===== config.mk =====
export PLATFORM = sky130hd
export DESIGN_NAME = utf8_stream_decoder
export DESIGN_NICKNAME = d
export VERILOG_FILES = /design/src/hw/rtl/u8d_pkg.sv /design/src/hw/rtl/u8d_in_stage.sv /design/src/hw/rtl/u8d_decode.sv /design/src/hw/rtl/u8d_out_stage.sv /design/src/hw/rtl/utf8_stream_decoder.sv
export SDC_FILE = /design/constraint.sdc
export NUM_CORES = 1
export LEC_CHECK = 0
export BUFFER_PORTS_ARGS = -buffer_cell sky130_fd_sc_hd__buf_2
export CAP_MARGIN = 10
export CORE_AREA = 2 2 98 100
export DETAILED_ROUTE_END_ITERATION = 12
export DIE_AREA = 0 0 100 102
export GPL_TIMING_DRIVEN = 1
export PLACE_DENSITY_LB_ADDON = 0.1
export SYNTH_ARGS = -nofsm -noshare
export SYNTH_HDL_FRONTEND = slang
export SYNTH_SLANG_ARGS = --single-unit

===== constraint.sdc =====
create_clock -name clk_i -period 2.9 [get_ports clk_i]
set_clock_uncertainty 0.15 [all_clocks]
set_input_delay 0.87 -clock clk_i [delete_from_list [all_inputs] [get_ports clk_i]]
set_output_delay 0.87 -clock clk_i [all_outputs]
set_load 0.02 [all_outputs]

===== src/hw/rtl/u8d_pkg.sv =====
`default_nettype none
// ----------------------------------------------------------------------------
// u8d_pkg
// Shared widths, lead-byte masks, result record and lead classification for
// the UTF-8 stream decoder.
// ----------------------------------------------------------------------------
package u8d_pkg;

  localparam int unsigned ByteW  = 8;
  localparam int unsigned CodeW  = 21;
  localparam int unsigned CountW = 3;
  localparam int unsigned LeftW  = 2;
  localparam int unsigned ContW  = 6;

  // Lead-byte class masks and payload masks
  localparam logic [ByteW-1:0] Lead4Mask = 8'b1111_0000;
  localparam logic [ByteW-1:0] Lead3Mask = 8'b1110_0000;
  localparam logic [ByteW-1:0] Lead2Mask = 8'b1100_0000;
  localparam logic [ByteW-1:0] AsciiMax  = 8'h7f;
  localparam logic [ByteW-1:0] Seed4Mask = 8'b0000_0111;
  localparam logic [ByteW-1:0] Seed3Mask = 8'b0000_1111;
  localparam logic [ByteW-1:0] Seed2Mask = 8'b0001_1111;
  localparam logic [ByteW-1:0] ContMask  = 8'b0011_1111;

  localparam logic [CountW-1:0] Len1 = 3'd1;
  localparam logic [CountW-1:0] Len2 = 3'd2;
  localparam logic [CountW-1:0] Len3 = 3'd3;
  localparam logic [CountW-1:0] Len4 = 3'd4;

  typedef enum logic [2:0] {
    LEAD_END,
    LEAD_ASCII,
    LEAD_STRAY,
    LEAD_SEQ2,
    LEAD_SEQ3,
    LEAD_SEQ4
  } lead_e;

  typedef struct packed {
    logic [CodeW-1:0]  code_point;
    logic [CountW-1:0] byte_count;
    logic              stray_byte;
    logic              string_end;
  } u8d_res_t;

  function automatic lead_e lead_class(logic [ByteW-1:0] b);
    lead_e cls;
    priority if (b == '0) begin
      cls = LEAD_END;
    end else if (b <= AsciiMax) begin
      cls = LEAD_ASCII;
    end else if ((b & Lead4Mask) == Lead4Mask) begin
      cls = LEAD_SEQ4;
    end else if ((b & Lead3Mask) == Lead3Mask) begin
      cls = LEAD_SEQ3;
    end else if ((b & Lead2Mask) == Lead2Mask) begin
      cls = LEAD_SEQ2;
    end else begin
      cls = LEAD_STRAY;
    end
    return cls;
  endfunction

endpackage
`default_nettype wire


===== src/hw/rtl/u8d_in_stage.sv =====
`default_nettype none
// ----------------------------------------------------------------------------
// u8d_in_stage
// Input register: holds one byte until the decode step takes it.
// ----------------------------------------------------------------------------
module u8d_in_stage
  import u8d_pkg::*;
(
  input  wire logic             clk_i,
  input  wire logic             rst_ni,
  input  wire logic             valid_i,
  output logic                  ready_o,
  input  wire logic [ByteW-1:0] data_i,
  input  wire logic             advance_i,
  output logic                  vld_o,
  output logic [ByteW-1:0]      data_o
);

  logic             vld_q, vld_d;
  logic [ByteW-1:0] data_q;
  logic             take;

  assign ready_o = !vld_q || advance_i;
  assign take    = valid_i && ready_o;
  assign vld_d   = take || (vld_q && !advance_i);

  always_ff @(posedge clk_i or negedge rst_ni) begin
    if (!rst_ni) begin
      vld_q <= 1'b0;
    end else begin
      vld_q <= vld_d;
    end
  end

  always_ff @(posedge clk_i) begin
    if (take) begin
      data_q <= data_i;
    end
  end

  assign vld_o  = vld_q;
  assign data_o = data_q;

endmodule
`default_nettype wire


===== src/hw/rtl/u8d_decode.sv =====
`default_nettype none
// ----------------------------------------------------------------------------
// u8d_decode
// Sequence state and one-byte decode step: lead classification, accumulator
// shift and result formation.
// ----------------------------------------------------------------------------
module u8d_decode
  import u8d_pkg::*;
(
  input  wire logic             clk_i,
  input  wire logic             rst_ni,
  input  wire logic [ByteW-1:0] data_i,
  input  wire logic             step_i,
  output logic                  has_res_o,
  output u8d_res_t              res_o
);

  logic [LeftW-1:0]  left_q, left_d;
  logic [CodeW-1:0]  acc_q, acc_d;
  logic [CountW-1:0] len_q, len_d;
  logic [CodeW-1:0]  acc_cont;

  // Shift the low six bits of a continuation byte into the accumulator
  assign acc_cont = {acc_q[CodeW-ContW-1:0], data_i[ContW-1:0]};

  always_comb begin
    left_d    = left_q;
    acc_d     = acc_q;
    len_d     = len_q;
    has_res_o = 1'b0;
    res_o     = '0;
    if (left_q != '0) begin
      if (left_q == LeftW'(1)) begin
        has_res_o        = 1'b1;
        res_o.code_point = acc_cont;
        res_o.byte_count = len_q;
        left_d           = '0;
        acc_d            = '0;
        len_d            = '0;
      end else begin
        left_d = left_q - LeftW'(1);
        acc_d  = acc_cont;
      end
    end else begin
      unique case (lead_class(data_i))
        LEAD_END: begin
          has_res_o        = 1'b1;
          res_o.string_end = 1'b1;
          acc_d            = '0;
          len_d            = '0;
        end
        LEAD_ASCII: begin
          has_res_o        = 1'b1;
          res_o.code_point = CodeW'(data_i);
          res_o.byte_count = Len1;
        end
        LEAD_STRAY: begin
          has_res_o        = 1'b1;
          res_o.byte_count = Len1;
          res_o.stray_byte = 1'b1;
          acc_d            = '0;
          len_d            = '0;
        end
        LEAD_SEQ2: begin
          left_d = LeftW'(1);
          acc_d  = CodeW'(data_i & Seed2Mask);
          len_d  = Len2;
        end
        LEAD_SEQ3: begin
          left_d = LeftW'(2);
          acc_d  = CodeW'(data_i & Seed3Mask);
          len_d  = Len3;
        end
        LEAD_SEQ4: begin
          left_d = LeftW'(3);
          acc_d  = CodeW'(data_i & Seed4Mask);
          len_d  = Len4;
        end
        default: begin
          has_res_o = 1'b0;
        end
      endcase
    end
  end

  always_ff @(posedge clk_i or negedge rst_ni) begin
    if (!rst_ni) begin
      left_q <= '0;
      acc_q  <= '0;
      len_q  <= '0;
    end else if (step_i) begin
      left_q <= left_d;
      acc_q  <= acc_d;
      len_q  <= len_d;
    end
  end

endmodule
`default_nettype wire


===== src/hw/rtl/u8d_out_stage.sv =====
`default_nettype none
// ----------------------------------------------------------------------------
// u8d_out_stage
// Result register: holds a decoded result until the receiver takes it.
// ----------------------------------------------------------------------------
module u8d_out_stage
  import u8d_pkg::*;
(
  input  wire logic     clk_i,
  input  wire logic     rst_ni,
  input  wire logic     load_i,
  input  wire u8d_res_t res_i,
  input  wire logic     ready_i,
  output logic          free_o,
  output logic          valid_o,
  output u8d_res_t      res_o
);

  logic     vld_q, vld_d;
  u8d_res_t res_q;

  assign free_o = !vld_q || ready_i;
  assign vld_d  = load_i || (vld_q && !ready_i);

  always_ff @(posedge clk_i or negedge rst_ni) begin
    if (!rst_ni) begin
      vld_q <= 1'b0;
    end else begin
      vld_q <= vld_d;
    end
  end

  always_ff @(posedge clk_i) begin
    if (load_i) begin
      res_q <= res_i;
    end
  end

  assign valid_o = vld_q;
  assign res_o   = res_q;

endmodule
`default_nettype wire


===== src/hw/rtl/utf8_stream_decoder.sv =====
`default_nettype none
// ----------------------------------------------------------------------------
// utf8_stream_decoder
// UTF-8 byte stream to code point decoder, no validation.
// ----------------------------------------------------------------------------
// Usage:
//   Input channel (valid_i/ready_o): one raw byte per transfer on
//   data_byte_i. Output channel (valid_o/ready_i): one result per transfer,
//   with code_point_o, byte_count_o, stray_byte_o and string_end_o.
//   Lead bytes of a multi-byte sequence and all but the last continuation
//   byte produce no result; the last byte of a sequence, an ASCII byte, a
//   NUL lead byte (end of string) and a stray continuation byte each give one.
// Timing:
//   A byte sits in the input register, the decode step runs between that
//   register and the result register, and the result is registered there
//   before it shows on valid_o. One byte is taken every cycle unless a
//   result must wait for room in the single result register, the only limit.
// Reset:
//   rst_ni clears both valid flags and the sequence state (no sequence open).
// Stall:
//   While the receiver holds ready_i low with a result pending, a byte that
//   makes a result waits in the input register and ready_o drops; a byte that
//   makes no result still advances.
// ----------------------------------------------------------------------------
module utf8_stream_decoder
  import u8d_pkg::*;
(
  input  wire logic              clk_i,
  input  wire logic              rst_ni,
  input  wire logic              valid_i,
  output logic                   ready_o,
  input  wire logic [ByteW-1:0]  data_byte_i,
  output logic                   valid_o,
  input  wire logic              ready_i,
  output logic [CodeW-1:0]       code_point_o,
  output logic [CountW-1:0]      byte_count_o,
  output logic                   stray_byte_o,
  output logic                   string_end_o
);

  logic             in_vld;
  logic [ByteW-1:0] in_data;
  logic             has_res;
  logic             out_free;
  logic             advance;
  u8d_res_t         dec_res;
  u8d_res_t         out_res;

  // Advance the held byte when its result (if any) has room downstream
  assign advance = in_vld && (!has_res || out_free);

  u8d_in_stage u_in (
    .clk_i    (clk_i),
    .rst_ni   (rst_ni),
    .valid_i  (valid_i),
    .ready_o  (ready_o),
    .data_i   (data_byte_i),
    .advance_i(advance),
    .vld_o    (in_vld),
    .data_o   (in_data)
  );

  u8d_decode u_dec (
    .clk_i    (clk_i),
    .rst_ni   (rst_ni),
    .data_i   (in_data),
    .step_i   (advance),
    .has_res_o(has_res),
    .res_o    (dec_res)
  );

  u8d_out_stage u_out (
    .clk_i  (clk_i),
    .rst_ni (rst_ni),
    .load_i (advance && has_res),
    .res_i  (dec_res),
    .ready_i(ready_i),
    .free_o (out_free),
    .valid_o(valid_o),
    .res_o  (out_res)
  );

  assign code_point_o = out_res.code_point;
  assign byte_count_o = out_res.byte_count;
  assign stray_byte_o = out_res.stray_byte;
  assign string_end_o = out_res.string_end;

endmodule
`default_nettype wire


==> metrics.txt, run 1 <==
Layout area overhead=19.9%; clock buffer depth=2; row count=35; Final Max Tran Viols=0; status=completed; CTS Hold Buffers Added=0; Avg Inst Size Synth=12.9 µm²; leak pwr=1.14 nW; area of the multi-input gates=roughly 700 µm²; Remaining DRCs=0; Ys Warns=0; Syn Nets=roughly 200; routability cong.=0.716; Vias=between 1,500 and 2,000; first-pass GRT wire length=~8.2 mm; Req. time, crit path=about 1.9 ns; Max Clk Rate=between 300 and 400 MHz; Sink Count=56; CP Launch Type=register; final setup vio count=0; drt pass-1 iters=5; CTS Buf Count=5; TNS Setup=0 ns; # resized after CTS=0; IO Count=40; hold path start=u_dec.acc_q[9]$_DFFE_PN0P_; Tot GR Track Use=about a tenth; initial antenna violation count=0; full die area=just over 10,000 µm²; vias in the first global route=1,518; non-filler instance count after layout=about 340; PortBufs=39; fraction of registers with async set/reset=approximately two fifths; Die W=about 100 µm; Critical path origin=u_dec.left_q[0]$_DFFE_PN0P_; Setup crit end kind=output port; cell count of the worst hold path=2; NumNets Final=240; Worst Tran Pin Value=approximately 0.52 ns; Hold Crit Class=reg -> reg; sequential area share after synthesis=67.2%; CP arrival=around 1.7 ns; Initial Utilization=25.7%; Post-Syn Area=2340 µm²; number of synthesized flops with an enable pin=34; max_slew headroom=roughly two thirds; RSZ-0062 raised after global routing=no; post-synthesis cell type count=33; Placed Cells=330; Final Cycle Share=roughly 93%; Syn Inst Count=181; # H-tree levels=2; drt total wl=approximately 5.0 mm; Synth Flop Type=edfxtp_1; Pwr per Cell Area=1020 nW/µm²; R2R setup slack=a little over 0.6 ns; Fin. Hold Viols=0; layout cells sized above 1=27.8%; GRT overflow=0; fillcell total=~960; maximum VDD drop=~0.35 mV; Final HPWL DP=approximately 3.5 mm; largest net degree at the start of global routing=27; CP Cell Sequence=inv_1, ha_1, and3_1, nor2_1, nand3_1, buf_2; Tmin final=between 2 and 3 ns; Diodes inserted=0; slowest CP cell=dfrtp_1; register area=1570 µm²; max cap viols=0; critical path type=reg -> out; reg2reg path depth=8; design area=2800 µm²; clock latency on the worst-skew pair=around 0.31 ns; Pwr Total=0.00285 W; per-cell routed wire length=around 15 µm; CTS Root Cell=clkbuf_8; CTS tree=done; Die Ht=102 µm; post-placement cell area=between 2000 and 3000 µm²; Core Box Area=between 9000 and 10,000 µm²; Hold Path Sink=u_dec.acc_q[9]$_DFFE_PN0P_; setup bufs post-CTS=0; Worst-path clk slew=~0.10 ns; Via density=4.46; Worst R2R Start=u_dec.left_q[0]$_DFFE_PN0P_; 1st-iter DRT viols=78; slowest stage delay, CP=0.36 ns; Seq cells post-synth=56; post-route ant nets=0; CP Max Fanout=5; worst reg2reg endpoint=u_out.res_o[1]$_SDFFCE_PN0P_
[Yosys cell counts, types with 2 or more instances]
cell type	number	area share [%]
a21oi_1	4	0.86
a22o_1	3	1.1
and2_1	17	4.5
and3_1	3	0.80
buf_2	4	0.86
buf_6	2	0.96
clkbuf_1	2	0.32
clkbuf_2	2	0.43
dfrtp_1	22	24
edfxtp_1	34	44
ha_1	2	1.1
inv_1	4	0.64
nand2_1	17	2.7
nand2b_1	3	0.80
nand3_1	2	0.43
nor2_1	8	1.3
nor2b_1	8	2.1
o21ai_0	17	3.6
o31ai_1	13	4.2
[flip-flops by register name, indices dropped and copies added, names as in the netlist]
register / flops
u_out.res_o: 26
u_dec.acc_q: 15
u_in.data_o: 8
u_dec.len_q: 3
u_dec.left_q: 2
u_in.vld_o: 1
u_out.valid_o: 1
[report_power, final]
group / switching [W] / internal [W] / leakage [nW]
combinational: 0.000700 / 0.000354 / 0.467
sequential: 0.000116 / 0.00117 / 0.618
clock: 0.000258 / 0.000256 / 0.0541
[metrics by stage]
step	util, %	setup slack [ns]	hold WS, ns
2_1_floorplan	-	0.405	0.301
3_3_place_gp	29.5	0.467	0.323
3_5_place_dp	29.5	0.424	0.325
4_1_cts	30.8	0.192	0.350
5_1_grt	30.8	0.0513	0.375
6_report	30.8	0.203	0.346
[critical path: cells and delay by family (launching register included)]
kind,cells,cell delay [ns]
and+or+nand+nor,3,0.55
DFF,1,0.36
buffers and inverters,2,0.25
adders and majority gates,1,0.20
[cells by family after synthesis]
group,count (synthesis),share of synthesized area [%]
compound gates,44,12.4
flops,56,67.2
mux,2,1.07
simple gates,63,15.1
fa+ha+maj,2,1.07
buf+inv,14,3.21
[per-layer routing]
| layer | vias to the layer above | global-route usage, % | wire [µm] |
|---|---|---|---|
| met5 | - | 0 | 0 |
| met4 | 0 | 3.79 | 76 |
| met3 | 5 | 2.39 | 164 |
| met2 | 25 | 16.3 | 2330 |
| met1 | 738 | 14.4 | 2420 |
| li1 | 738 | - | - |
[cell usage in the layout, fill, tap and decap left out, drive strengths merged]
master    netlist  routed
a21oi           5       5
o41ai           1       1
or2b            1       1
nor4            2       2
nand3b          1       1
bufinv          0       1
a211o           1       1
nand2          17      17
and2           17      17
a22o            3       3
o22ai           1       1
clkbuf          4       5
nand2b          3       3
and3            3       3
dfrtp          22      22
buf             6      48
clkinvlp        0       1
a32o            1       1
mux2i           1       1
o21ai          18      18
edfxtp         34      34
o31ai          14      14
mux2            1       1
nand3           2       2
ha              2       2
inv             4       4
nor2            9       9
clkinv          0       1
nor2b           8       8
[final cells by class]
cell class	count	area share (%)
timing repair buffer	48	9.37
inverter	4	0.536
clock inverter	3	1.52
clock buffer	5	2.46
multi-input combinational	111	25.1
sequential	56	56.1
tap	111	4.96
[worst max-delay path by stage]
stage,endpoint,depth (start not counted)
after CTS,ready_o,6
after global routing,ready_o,6
after floorplan,u_out.res_o[0]$_SDFFCE_PN0P_,4
after global placement,ready_o,4
final,ready_o,6
after detailed placement,ready_o,4
Power figures use the tool's default switching activity.
==> inputs of run 2 (changes only) <==
- clock period: 2.9 -> 2.25 ns (I/O delays scaled with it)
==> metrics.txt, run 2 (synthesis results as in run 1) <==
drt pass-1 iters=5; fin util=31.9%; routability cong.=0.765; post-route ant nets=0; final setup vio count=1; first-pass GRT wire length=8.42 mm; critical path type=reg -> out; Core Box Area=9110 µm²; fillcell total=about 930; max FFs per register=26; initial antenna violation count=0; layout cells sized above 1=between 30% and 40%; maximum VDD drop=~0.39 mV; per-cell routed wire length=~15 µm; CTS Root Cell=clkbuf_8; Pwr per Cell Area=1300 nW/µm²; slowest CP cell=dfrtp_1; largest net degree at the start of global routing=30; Worst-path clk slew=around 0.11 ns; Setup crit end kind=output port; Pwr Total=~0.0038 W; status=finished, violations left; CP Cell Sequence=inv_2, ha_4, and3_4, nor2_4, nand3_2, buf_6; Initial Utilization=approximately a quarter; Sink Count=56; Tot GR Track Use=between 10% and 20%; vias in the first global route=about 1,600; IO Count=40; Remaining DRCs=0; RSZ-0062 raised after global routing=yes; Die Ht=102 µm; Vias=between 1,500 and 2,000; CTS Hold Buffers Added=0; CTS tree=done; clock buffer depth=2; Tmin final=approximately 2.3 ns; Final HPWL DP=3.48 mm; leak pwr=roughly 1.2 nW; CP Max Fanout=3; max_slew headroom=around 65%; Req. time, crit path=1.42 ns; slowest stage delay, CP=roughly 0.37 ns; Via density=~4.4; Diodes inserted=0; Final Max Tran Viols=0; Place WS=around 0.076 ns; setup ws final=-0.0110 ns; Worst Tran Pin Value=0.525 ns; most frequent cells in the layout=buf_2 (38), edfxtp_1 (34), dfrtp_1 (22); Hold Crit Class=in -> async; failing checks=negative setup slack; CP Launch Type=register; full die area=~10,000 µm²; cell family with most CP delay=simple AND/OR/NAND/NOR gates; row count=35; Worst Path Buf+Inv=2; Die W=roughly 100 µm; 1st-iter DRT viols=85; drt total wl=5.04 mm; clock latency on the worst-skew pair=~0.31 ns; most common cell after layout, fill and taps aside=buf_2; Layout area overhead=24.4%; CTS Buf Count=5; # H-tree levels=2; PortBufs=39; R2R setup slack=about 0.14 ns; Final Cycle Share=100%; max cap viols=0; GRT overflow=0; NumNets Final=~250; Max Clk Rate=442 MHz; CP arrival=roughly 1.4 ns; Fin. Hold Viols=0
run 2: stage by stage:
step	instance area, µm²	hold WS (ns)	instances	TNS, ns
2_1_floorplan	2350	0.229	181	0
3_3_place_gp	2740	0.324	334	0
3_5_place_dp	2740	0.331	334	0
4_1_cts	2910	0.204	346	-0.0235
5_1_grt	2910	0.215	346	-0.121
6_report	2910	0.178	346	-0.0110
run 2: layout make-up:
class / count / area (µm²) / area share [%]
multi-input combinational: 111 / 746 / 25.6
timing repair buffer: 56 / 342 / 11.7
tap: 111 / 139 / 4.77
clock buffer: 6 / 82.6 / 2.84
inverter: 4 / 15.0 / 0.516
clock inverter: 2 / 13.8 / 0.473
sequential: 56 / 1570 / 54.0
run 2: worst reg2reg max path: cells and delay by family (launching register included):
kind,cells,cell delay (ns)
simple gates,2,0.38
flops,1,0.37
compound gates,1,0.20
buf+inv,4,0.55
fa+ha+maj,1,0.17
run 2: final timing paths:
path / from / end / depth (start not counted)
hold reg to reg: u_dec.acc_q[9]$_DFFE_PN0P_ / u_dec.acc_q[9]$_DFFE_PN0P_ / 2
setup reg to reg: u_dec.left_q[0]$_DFFE_PN0P_ / u_out.res_o[11]$_DFFE_PP_ / 8
min in group clk_i: u_dec.acc_q[9]$_DFFE_PN0P_ / u_dec.acc_q[9]$_DFFE_PN0P_ / 2
hold / removal: rst_ni / u_dec.acc_q[1]$_DFFE_PN0P_ / 1
setup / recovery: u_dec.left_q[0]$_DFFE_PN0P_ / ready_o / 6
max in group asynchronous: rst_ni / u_dec.len_q[2]$_DFFE_PN0P_ / 1
run 2: report_power, final:
group / total (W) / internal, W / switching (W)
combinational: 0.00155 / 0.000589 / 0.000965
clock: 0.000586 / 0.000251 / 0.000335
sequential: 0.00165 / 0.00151 / 0.000147
total: 0.00379 / 0.00235 / 0.00145
run 2: repair_timing:
action                     4_1_cts  5_1_grt
buffers inserted                 4        0
setup endpoints to repair        1       27
gates resized for setup         12        1
pin swaps                        2        0
run 2: metal layers:
layer	track usage [%]	part of all wire, %
met4	3.16	0.67
met3	2.53	3.0
met5	0	0
met1	15.0	49
met2	16.7	48
==> inputs of run 3 (changes only) <==
--- a/constraint.sdc
+++ b/constraint.sdc
@@ -4,2 +4,2 @@
 set_output_delay 0.675 -clock clk_i [all_outputs]
-set_load 0.02 [all_outputs]
+set_load 0.1 [all_outputs]
==> metrics.txt, run 3 (synthesis results as in run 1) <==
Remaining DRCs=0; Die W=100 µm; max FFs per register=26; Core Box Area=9110 µm²; max cap viols=0; Worst Tran Pin Value=0.635 ns; critical path type=reg -> out; failing checks=negative setup slack; layout cells sized above 1=between 30% and 40%; per-cell routed wire length=between 10 and 15 µm; NumNets Final=252; # H-tree levels=2; most frequent cells in the layout=buf_2 (38), edfxtp_1 (34), dfrtp_1 (21); Sink Count=56; Via density=about 4.5; fin util=~32%; Diodes inserted=0; Tot GR Track Use=between 10% and 20%; Final HPWL DP=3.49 mm; Critical path origin=u_dec.left_q[0]$_DFFE_PN0P_; initial antenna violation count=0; 1st-iter DRT viols=between 80 and 90; setup ws final=-0.101 ns; CP Cell Sequence=inv_2, ha_4, and3_4, nor2_4, nand3_4, buf_12; TNS Setup=-0.101 ns; Final Max Tran Viols=0; RSZ-0062 raised after global routing=yes; IO Count=40; CTS Root Cell=clkbuf_8; CTS Buf Count=5; Worst-path clk slew=between 0.1 and 0.15 ns; Die Ht=102 µm; row count=35; first-pass GRT wire length=roughly 8.7 mm; largest net degree at the start of global routing=30; Final Cycle Share=105%; Req. time, crit path=~1.4 ns; drt total wl=about 5.2 mm; post-route ant nets=0; Layout area overhead=26.5%; slowest stage delay, CP=approximately 0.37 ns; hold slack=0.184 ns; final setup vio count=1; Max Clk Rate=425 MHz; PortBufs=39; Tmin final=2.35 ns; slowest CP cell=dfrtp_1; vias in the first global route=between 1,500 and 2,000; Vias=around 1,600; GRT overflow=0; max_slew headroom=57.4%; CP Max Fanout=6; CP Launch Type=register; drt pass-1 iters=5; Initial Utilization=25.7%; full die area=10,200 µm²; CTS tree=done; most common cell after layout, fill and taps aside=buf_2; Setup crit end kind=output port; clock latency on the worst-skew pair=0.31 ns; routability cong.=0.758; Fin. Hold Viols=0; status=finished, violations left; clock buffer depth=2; Worst R2R Start=u_dec.left_q[1]$_DFFE_PN0P_; CP arrival=1.53 ns; Hold Crit Class=in -> async
## run 3: worst paths after layout
kind	end	depth (start not counted)	slack, ns
min in group clk_i	u_dec.acc_q[9]$_DFFE_PN0P_	2	0.34
hold / removal	u_out.valid_o$_DFF_PN0_	1	0.18
setup / recovery	ready_o	6	-0.10
max in group asynchronous	u_out.valid_o$_DFF_PN0_	1	1.37
setup reg to reg	u_dec.left_q[0]$_DFFE_PN0P_	9	0.13
hold reg to reg	u_dec.acc_q[9]$_DFFE_PN0P_	2	0.34
## run 3: repair_timing
item / in CTS / in global routing
gates resized for setup: 12 / 3
hold buffers: 0 / 0
endpoints found under the setup margin: 27 / 15
setup buffers: 3 / 0
cloned: 1 / 0
pin swaps: 3 / 0
## run 3: critical path: cells and delay by family (launching register included)
kind,cells,cell delay [ns]
simple gates,3,0.42
fa+ha+maj,1,0.18
buf+inv,2,0.25
flops,1,0.37
## run 3: per-stage QoR
stage	std cells	setup WS, ns	cell area, µm²
floorplan	181	0.0855	2360
global placement	338	-0.0479	2790
detailed placement	338	-0.0923	2790
CTS	350	-0.108	2950
global route	350	-0.185	2960
finish	350	-0.101	2960
## run 3: cell type report
| type | count | area, µm² |
|---|---|---|
| Fill cell | 955 | 6150 |
| Sequential cell | 56 | 1570 |
| Multi-Input combinational cell | 112 | 774 |
| Timing Repair Buffer | 59 | 368 |
| Tap cell | 111 | 139 |
| Clock buffer | 5 | 68.8 |
| Clock inverter | 3 | 21.3 |
| Inverter | 4 | 15.0 |
## run 3: layer usage
| layer | vias up | track usage, % | share of wire [%] |
|---|---|---|---|
| li1 | 767 | - | - |
| met5 | - | 0 | 0 |
| met1 | 751 | 15.5 | 49 |
| met3 | 10 | 2.46 | 3.6 |
| met4 | 0 | 4.32 | 2.3 |
| met2 | 33 | 17.2 | 45 |
Power of run 3 is left out: the tool's default activity adds up to more than one toggle a clock period on the data nets, which glitch-free logic cannot reach.
